**src/design/frame_rectangle_horizontal_shift_macros.svh**
```systemverilog
// ----------------------------------------------------------------------------
// Assertion macros for the frame rectangle shifter
// Short forms for the clocked implication checks used at the top level.
// ----------------------------------------------------------------------------
`ifndef FRAME_RECTANGLE_HORIZONTAL_SHIFT_MACROS_SVH
`define FRAME_RECTANGLE_HORIZONTAL_SHIFT_MACROS_SVH

// Same-cycle implication, muted during reset
`define FRS_ASSERT_IMP(label, clk, rst, ante, cons) \
   label: assert property (@(posedge clk) disable iff (rst) (ante) |-> (cons)) \
      else $error("frs check failed: same-cycle implication");

// Next-cycle implication, muted during reset
`define FRS_ASSERT_NEXT(label, clk, rst, ante, cons) \
   label: assert property (@(posedge clk) disable iff (rst) (ante) |=> (cons)) \
      else $error("frs check failed: next-cycle implication");

`endif

```
**src/design/frs_pkg.sv**
```systemverilog
`timescale 1ns / 1ps
// ----------------------------------------------------------------------------
// frs_pkg
// Geometry, field widths, codes and control structs of the rectangle shifter.
// ----------------------------------------------------------------------------
package frs_pkg;

   // Frame geometry
   localparam int LINE_PITCH = 256;
   localparam int LINE_COUNT = 256;

   // Wide enough for any edge or sum (values up to 8191)
   localparam int SPAN_W = 13;

   localparam int XW     = $clog2(LINE_PITCH);
   localparam int YW     = $clog2(LINE_COUNT);
   localparam int ADDR_W = $clog2(LINE_PITCH * LINE_COUNT);
   localparam int DEPTH  = LINE_PITCH * LINE_COUNT;

   // Word field widths
   localparam int KIND_W = 2;
   localparam int COL_W  = 8;
   localparam int ROW_W  = 8;
   localparam int EDGE_W = 9;
   localparam int AMT_W  = 8;
   localparam int DATA_W = 8;
   localparam int STAT_W = 2;

   // Request kinds
   localparam logic [KIND_W-1:0] REQ_WRITE = 2'd0;
   localparam logic [KIND_W-1:0] REQ_READ  = 2'd1;
   localparam logic [KIND_W-1:0] REQ_SHIFT = 2'd2;

   // Status codes
   localparam logic [STAT_W-1:0] ST_DONE  = 2'd0;
   localparam logic [STAT_W-1:0] ST_CLIP  = 2'd1;
   localparam logic [STAT_W-1:0] ST_EMPTY = 2'd2;

   // Result source select
   localparam logic [1:0] SEL_ZERO  = 2'd0;
   localparam logic [1:0] SEL_READ  = 2'd1;
   localparam logic [1:0] SEL_EMPTY = 2'd2;
   localparam logic [1:0] SEL_SHIFT = 2'd3;

   typedef struct packed {
      logic       req_write;
      logic       req_read;
      logic       shift_load;
      logic       shift_step;
      logic       rsp_load;
      logic [1:0] rsp_sel;
   } dp_cmd_type;

   typedef struct packed {
      logic empty;    // rectangle empty or inverted
      logic no_work;  // nothing inside the store to move
      logic last;     // current step is the final byte
   } dp_sts_type;

   // Byte address of column x on line y
   function automatic logic [ADDR_W-1:0] addr_of(input logic [XW-1:0] x,
                                                 input logic [YW-1:0] y);
      return ADDR_W'(y) * ADDR_W'(LINE_PITCH) + ADDR_W'(x);
   endfunction

endpackage

```
**src/design/frs_ctrl.sv**
```systemverilog
`timescale 1ns / 1ps
// ----------------------------------------------------------------------------
// frs_ctrl
// Request sequencer: decodes each request word and steps the datapath.
// ----------------------------------------------------------------------------
module frs_ctrl import frs_pkg::*; (
   input  logic              clock,
   input  logic              reset,
   input  logic              req_valid,
   output logic              req_ready,
   input  logic [KIND_W-1:0] req_type,
   output logic              rsp_valid,
   input  logic              rsp_ready,
   output dp_cmd_type        cmd,
   input  dp_sts_type        sts
);

   localparam logic [1:0] S_IDLE  = 2'd0;
   localparam logic [1:0] S_READ  = 2'd1;
   localparam logic [1:0] S_SHIFT = 2'd2;
   localparam logic [1:0] S_DRAIN = 2'd3;

   logic [1:0] state_ff, state_in;
   logic       rsp_valid_ff, rsp_valid_in;
   logic       accept;

   // Take a word only when the result register is free by the next edge
   assign req_ready = (state_ff == S_IDLE) && (!rsp_valid_ff || rsp_ready);
   assign accept    = req_valid && req_ready;
   assign rsp_valid = rsp_valid_ff;

   // Next state and datapath commands
   always_comb begin
      state_in = state_ff;
      cmd      = '0;
      cmd.rsp_sel = SEL_ZERO;
      unique case (state_ff)
         S_IDLE: begin
            if (accept) begin
               unique case (req_type)
                  REQ_WRITE: begin
                     cmd.req_write = 1'b1;
                     cmd.rsp_load  = 1'b1;
                  end
                  REQ_READ: begin
                     cmd.req_read = 1'b1;
                     state_in     = S_READ;
                  end
                  REQ_SHIFT: begin
                     if (sts.empty) begin
                        cmd.rsp_load = 1'b1;
                        cmd.rsp_sel  = SEL_EMPTY;
                     end else begin
                        cmd.shift_load = 1'b1;
                        state_in       = sts.no_work ? S_DRAIN : S_SHIFT;
                     end
                  end
                  default: begin
                     cmd.rsp_load = 1'b1;
                  end
               endcase
            end
         end
         S_READ: begin
            cmd.rsp_load = 1'b1;
            cmd.rsp_sel  = SEL_READ;
            state_in     = S_IDLE;
         end
         S_SHIFT: begin
            cmd.shift_step = 1'b1;
            if (sts.last) begin
               state_in = S_DRAIN;
            end
         end
         S_DRAIN: begin
            cmd.rsp_load = 1'b1;
            cmd.rsp_sel  = SEL_SHIFT;
            state_in     = S_IDLE;
         end
         default: begin
            state_in = S_IDLE;
         end
      endcase
   end

   // Result valid: set on load, cleared when taken
   always_comb begin
      rsp_valid_in = rsp_valid_ff && !rsp_ready;
      if (cmd.rsp_load) begin
         rsp_valid_in = 1'b1;
      end
   end

   always_ff @(posedge clock) begin
      if (reset) begin
         state_ff     <= S_IDLE;
         rsp_valid_ff <= 1'b0;
      end else begin
         state_ff     <= state_in;
         rsp_valid_ff <= rsp_valid_in;
      end
   end

endmodule

```
**config.mk**
```make
export PLATFORM = sky130hd
export DESIGN_NAME = frs_ctrl
export DESIGN_NICKNAME = d
export VERILOG_FILES = /design/src/design/frame_rectangle_horizontal_shift_macros.svh /design/src/design/frs_pkg.sv /design/src/design/frs_ctrl.sv
export SDC_FILE = /design/constraint.sdc
export NUM_CORES = 1
export LEC_CHECK = 0
export BUFFER_PORTS_ARGS = -buffer_cell sky130_fd_sc_hd__buf_2
export CORE_AREA = 2 2 39 41
export DETAILED_ROUTE_END_ITERATION = 8
export DIE_AREA = 0 0 41 43
export PLACE_DENSITY = 0.48
export SYNTH_ARGS = -nofsm -noshare
export SYNTH_HDL_FRONTEND = slang
export SYNTH_SLANG_ARGS = --single-unit
```
**constraint.sdc**
```tcl
create_clock -name clock -period 1.8 [get_ports clock]
set_clock_uncertainty 0.15 [all_clocks]
set_input_delay 0.09 -clock clock [delete_from_list [all_inputs] [get_ports clock]]
set_output_delay 0.09 -clock clock [all_outputs]
set_load 0.05 [all_outputs]
```
; After elaboration in Yosys (flattened, before gate mapping)
; Index checks and enable logic that the tools add are counted.
[word_totals]
regBits = 3
output_inout_bits = 9
[op_classes]
eq_ne = 9
mux = 19
reduce_logical = 10
[ops]
columns = op, n
row1 = 3-bit two-way mux, 4
row2 = 3-bit one-hot mux with 3 select lines, 1
row3 = 2-bit two-way mux, 4
row4 = 1-bit two-way mux, 7
row5 = "2-bit == test, second input constant", 3
row6 = 2-bit one-hot mux with 3 select lines, 1
row7 = "2-bit by 1-bit == test with 1-bit output, second input constant", 2
row8 = 2-bit zero test, 2
row9 = "2-bit != test, second input constant", 2
row10 = 2-bit one-hot mux with 2 select lines, 1
row11 = 4-bit AND reduction, 1
row12 = 1-bit logical AND, 3
row13 = "3-bit by 1-bit != test with 1-bit output, second input constant", 1
row14 = "3-bit != test, second input constant", 1
row15 = 1-bit zero test, 2
row16 = 1-bit one-hot mux with 2 select lines, 1
row17 = 2-bit OR reduction, 1
row18 = 1-bit logical OR, 1

; Longest topological paths before layout
; Gate-level depths: netlist of run 1.
[depth]
depth_word = 7
ltp_mapped = 4
depth_no_buf = 3

; Worst setup path before layout of run 1
; No wires, ideal clock.
[synth_path]
path_type = reg2out
start = register rsp_valid_ff (netlist: rsp_valid)
end = output port cmd[5] (netlist name)
arrival_ns = 2.279
required_ns = 1.560
slack_ns = -0.719
path_stages_with_launch = 4
path_cell_list = dfxtp_1 > nor2b_1 > or3_4 > nor3b_1
[synth_rtl]
columns = item, line_no
row1 = start: declaration, frs_ctrl.sv:24  ; logic rsp_valid_ff, rsp_valid_in;
row2 = start signal: assignment, frs_ctrl.sv:100  ; rsp_valid_ff <= rsp_valid_in;
row3 = end: declaration, frs_ctrl.sv:14  ; output dp_cmd_type cmd,

==> results of run 1 <==
-- worst max-delay path: stages, from the launching register on --
cell and delay, ps:
dfxtp_2 310, nor2b_4 130, or3_4 430, o31ai_4 190, buf_6 180
-- through the flow --
stage               setup WS (ps)  hold slack (ps)  util, %
global route                 13.5              106     36.6
floorplan                    15.3             1.65        -
CTS                         -5.58             41.8     35.2
finish                       82.1              101     36.6
global placement              122              122     29.6
detailed placement            113              114     29.6
-- metal layers --
metal | wire length, um | share of wire [%]
met4 | 0 | 0
met2 | 418 | 57
met5 | 0 | 0
met3 | 28 | 3.8
met1 | 293 | 40
-- flip-flops by register name (all words and copies together) (netlist names) --
name       count
state_ff       2
rsp_valid      1
-- what timing repair did --
item / CTS / global route
pin swaps: 2 / 2
setup buffers: 2 / 2
hold buffers: 2 / 0
setup endpoints to repair: 4 / 3
endpoints found under the hold margin: 3 / 0
gates resized for setup: 9 / 1
-- cell type report --
type	instances	area, um^2
Inverter	2	7.51
Timing Repair Buffer	24	160
Multi-Input combinational cell	23	228
Clock buffer	4	26.3
Tap cell	16	20.0
Sequential cell	3	65.1
Fill cell	152	877
-- report_power, final --
group / internal [W] / switching, W / leakage, nW / total [W]
Combinational: 0.0000531 / 0.0000830 / 0.184 / 0.000136
Clock: 0.0000830 / 0.0000340 / 0.0150 / 0.000117
Sequential: 0.0000700 / 0.00000228 / 0.0256 / 0.0000723
Total: 0.000206 / 0.000119 / 0.225 / 0.000325
-- cells in the final DEF (no fill, tap or decap), types with 2 or more instances in the layout --
cell type      synthesis  layout
dlygate4sd3_1          0       2
nor2_1                 2       2
clkbuf_4               0       3
nor2b_1                3       2
buf_4                  0       7
inv_1                  2       2
buf_2                  1      13
nand2_1                2       2
buf_6                  0       2
-- logic make-up after synthesis --
| kind of cell | count (synthesis) | synth area share, % |
|---|---|---|
| buf+inv | 4 | 6.34 |
| simple gates | 17 | 52.2 |
| flops | 3 | 23.4 |
| compound gates | 6 | 18.0 |
-- path summary, 6_finish.rpt --
path,slack [ps],startpoint,cells past startpoint,endpoint
max,80,rsp_valid$_SDFF_PP0_,4,cmd[2]
min,100,sts[1],3,state_ff[0]$_SDFFE_PP0P_
max reg2reg,440,rsp_valid$_SDFF_PP0_,3,state_ff[0]$_SDFFE_PP0P_
min reg2reg,460,state_ff[1]$_SDFFE_PP0P_,2,state_ff[1]$_SDFFE_PP0P_
==> flow_summary.toml, run 1 <==
[status]
status = "finished, final reports clean"

[placement]
hpwl_um = 509
dp.cells = 63
io_buffer_count = 17
place_area_um2 = 409
gp_congestion = 0.675

[global_route]
top_usage_layer = "met2"
overflow = 0
grtUsageMet1_pct = 11.5
grt_usage_pct = 9.82
grt_max_degree = 9
grt_pass1_vias = 284
gr-usage-met3_pct = 3.14
grt_pass1_wl_um = 1140
met2_usage_pct = 13.8
grt_antenna_before_repair = 0

[final_layout]
fin_cells = 72
design_area_um2 = 507
nNetsFinal = 66
insertedDiodeCount = 0
final_layout_size_suffix_gt1_share_pct = 66.1
area_delta_synth_final_pct = 97.6

[yosys]
synth_area_per_cell_um2 = 8.55
yosysWarnings = 0
yosysTopAreaCell = "dfxtp_1"
synth_fp_nets = 39
ys_seq_area_share_pct = 23.4
yosys-top-cells-area = "dfxtp_1, nor4b_4, nor2b_1"
synthFlopType = "dfxtp_1"
yosys-top-cells-count = "dfxtp_1, nor2b_1"
synth_cells = 30
synth_top_area_share_pct = 23.4
netlist_area_um2 = 256
synth_edf_count = 0
async_reset_ff_share_pct = 0
ys_seq_elements = 3
synth_cell_type_count = 21

[routing]
ant_nets = 0
via_count = 311
drt-total-wl_um = 739
drc = 0
firstDrtPassIters = 2
wl_per_cell_um = 10.3
viasPerCell = 4.32
dr.first_iter.drc_count = 4

[pwr]
peakVddDrop_uv = 276
p_leak_nw = 0.225
power.density_nw_per_um2 = 642
design_power_total_w = 0.000325

[floorplanning]
die_area_um2 = 1760
die_y_um = 43
die_w_um = 41
core_um2 = 1380
initial_utilization_pct = 18.5
core.rowCount = 14
ios = 18

[worst_setup_path]
required_ps = 1560
end_kind = "output port"
worst-path-max-fanout = 5
start_kind = "flop"
path_class = "flop to output port"
arrival_ps = 1480

[sta]
tightestPinTransition_ps = 362
min_period_ps = 1720
setup_viol = 0
finalMaxSlewViolations = 0
fin_tns_setup_ps = 0
hold_violations = 0
relSlewSlack_pct = 75.8
period_share_pct = 95.4
grt_setup_unrepaired = "no"
max_freq_mhz = 582

[clock_tree]
clkSinkCount = 3
cts_tree = "yes"
ctsRootBufferMaster = "clkbuf_4"
ctsLongestPathBuffers = 2
clock_latency_ps = 230
cts_made_buffers = 3
clk_pin_slew_ps = 40
cts_max_level = 1

[run]
maxCapViolations = 0

[hold_path]
hp-class = "primary input to flop"
Power figures use the tool's default switching activity.
==> run 2, diff against run 1 <==
==> constraint.sdc (replaced) <==
create_clock -name clock -period 1.8 [get_ports clock]
set_clock_uncertainty 0.15 [all_clocks]
set_input_delay 0.36 -clock clock [delete_from_list [all_inputs] [get_ports clock]]
set_output_delay 0.36 -clock clock [all_outputs]
set_load 0.05 [all_outputs]
==> run 2 against run 1 <==
Against the previous run:
- the run now ends with setup timing left
- via count up 1.6%
- worst hold slack better by 45 ps
- first-iteration DRC count down 50%
- clock-buffer cell count unchanged
- critical path depth unchanged
- critical endpoint is now cmd[5]
- largest cell class unchanged
- largest power group unchanged
==> flow_summary.toml, run 2 (synthesized netlist as in run 1, its figures left out) <==
[status]
status = "finished, violations left"
violations = "setup timing"

[sta]
tightestPinTransition_ps = 279
max_freq_mhz = 497
finalMaxSlewViolations = 0
period_share_pct = 112
grt_setup_unrepaired = "yes"
min_period_ps = 2010
setup_slack_ps = -211
setup_viol = 4
relSlewSlack_pct = 81.2
fin_tns_setup_ps = -670
hold_violations = 0

[worst_setup_path]
worst-path-max-fanout = 5
end_kind = "output port"
start_kind = "flop"
path_class = "flop to output port"
arrival_ps = 1500
crit_path_cell_trace = "nand2b_4 > or3_4 > nor3b_4 > buf_6"
cpPeakStageDelay_ps = 430
cpMaxStageDelayCell = "or3_4"
required_ps = 1290

[final_layout]
final_common_cell = "buf_2"
fin_cells = 77
post-route-util_pct = 40.7
nNetsFinal = 71
insertedDiodeCount = 0
final_cell_mix = "buf_2, buf_4, buf_6, clkbuf_4"
top_register = "state_ff"
largest_reg_flops = 2
design_area_um2 = 563
final_layout_size_suffix_gt1_share_pct = 72.1
area_delta_synth_final_pct = 120

[routing]
wl_per_cell_um = 9.71
ant_nets = 0
drt-total-wl_um = 748
drc = 0
viasPerCell = 4.10
dr.first_iter.drc_count = 2
dr_wl_met2_um = 411
met1_length_um = 306
highest_layer = "met3"
met3_length_um = 29
firstDrtPassIters = 2
via_count = 316

[clock_tree]
clock_latency_ps = 230
cts_made_buffers = 3
clk_pin_slew_ps = 40
ctsRootBufferMaster = "clkbuf_4"
clkSinkCount = 3
cts_tree = "yes"
postCtsHoldBufs = 0
cts_max_level = 1
ctsLongestPathBuffers = 2

[placement]
dp.cells = 70
io_buffer_count = 17
hpwl_um = 570
place_area_um2 = 478
gp_congestion = 0.669

[global_route]
grt_max_degree = 9
grt_pass1_wl_um = 1120
grt_usage_pct = 9.92
overflow = 0
grt_pass1_vias = 284
grt_antenna_before_repair = 0

[pwr]
p_sw_share_pct = 35.9
seq_power_share_pct = 21.6
p_clk_share_pct = 34.6
internal_power_w = 0.000215
p_leak_nw = 0.257
peakVddDrop_uv = 348
p_comb_share_pct = 43.8
switchingPower_w = 0.000120
power.density_nw_per_um2 = 595

[floorplanning]
initial_utilization_pct = 18.5
ios = 18
die_y_um = 43
core.rowCount = 14
die_area_um2 = 1760
die_w_um = 41
core_um2 = 1380

[run]
maxCapViolations = 0

[hold_path]
hp-class = "primary input to flop"
## run 2: cell count changes in the layout (fill, tap and decap cells not counted)
cell,delta
buf_2,-1
buf_4,+4
buf_6,+4
dlygate4sd3_1,-2
nor3b_2,-1
nor3b_4,+1
## run 2: per-layer routing
| metal | track usage [%] | vias up |
|---|---|---|
| met1 | 10.5 | 139 |
| li1 | - | 170 |
| met2 | 15.0 | 7 |
| met4 | 8.00 | 0 |
| met5 | 0 | - |
| met3 | 3.14 | 0 |
## run 2: worst paths after layout
check | slack [ps] | to | cells past startpoint | start
hold reg to reg | 460 | state_ff[1]$_SDFFE_PP0P_ | 2 | state_ff[1]$_SDFFE_PP0P_
setup reg to reg | 320 | state_ff[1]$_SDFFE_PP0P_ | 7 | rsp_valid$_SDFF_PP0_
setup / recovery | -210 | cmd[5] | 4 | state_ff[1]$_SDFFE_PP0P_
hold / removal | 150 | rsp_valid$_SDFF_PP0_ | 2 | reset
## run 2: critical path: cells and delay by family, from the launching register on
kind	cells	cell delay [ps]
and+or+nand+nor	3	770
DFF	1	310
buffers and inverters	1	180
## run 2: timing repair
item                       in CTS  in global routing
gates resized for setup        11                  1
pin swaps                       2                  1
buffers inserted                1                  2
setup endpoints to repair       5                  5
## run 2: area by class of cell
cell class | count | area (um^2)
clock buffer | 4 | 26.3
fill | 142 | 821
inverter | 2 | 7.51
multi-input combinational | 23 | 234
sequential | 3 | 65.1
tap | 16 | 20.0
timing repair buffer | 29 | 210
## run 2: stage by stage
stage               total power [W]  worst slack (ps)  hold slack (ps)
floorplan                  0.000164              -156              269
global placement           0.000208              -120              386
detailed placement         0.000208              -129              384
CTS                        0.000340              -221              138
global route               0.000362              -266              128
finish                     0.000335              -211              147
## run 2: power by group through the flow
stage / clock, W / sequential [W] / combinational, W
global route: 0.000135 / 0.0000723 / 0.000155
floorplan: 0 / 0.0000805 / 0.0000835
global placement: 0 / 0.0000733 / 0.000135
CTS: 0.000124 / 0.0000722 / 0.000144
finish: 0.000116 / 0.0000722 / 0.000147
detailed placement: 0 / 0.0000731 / 0.000135
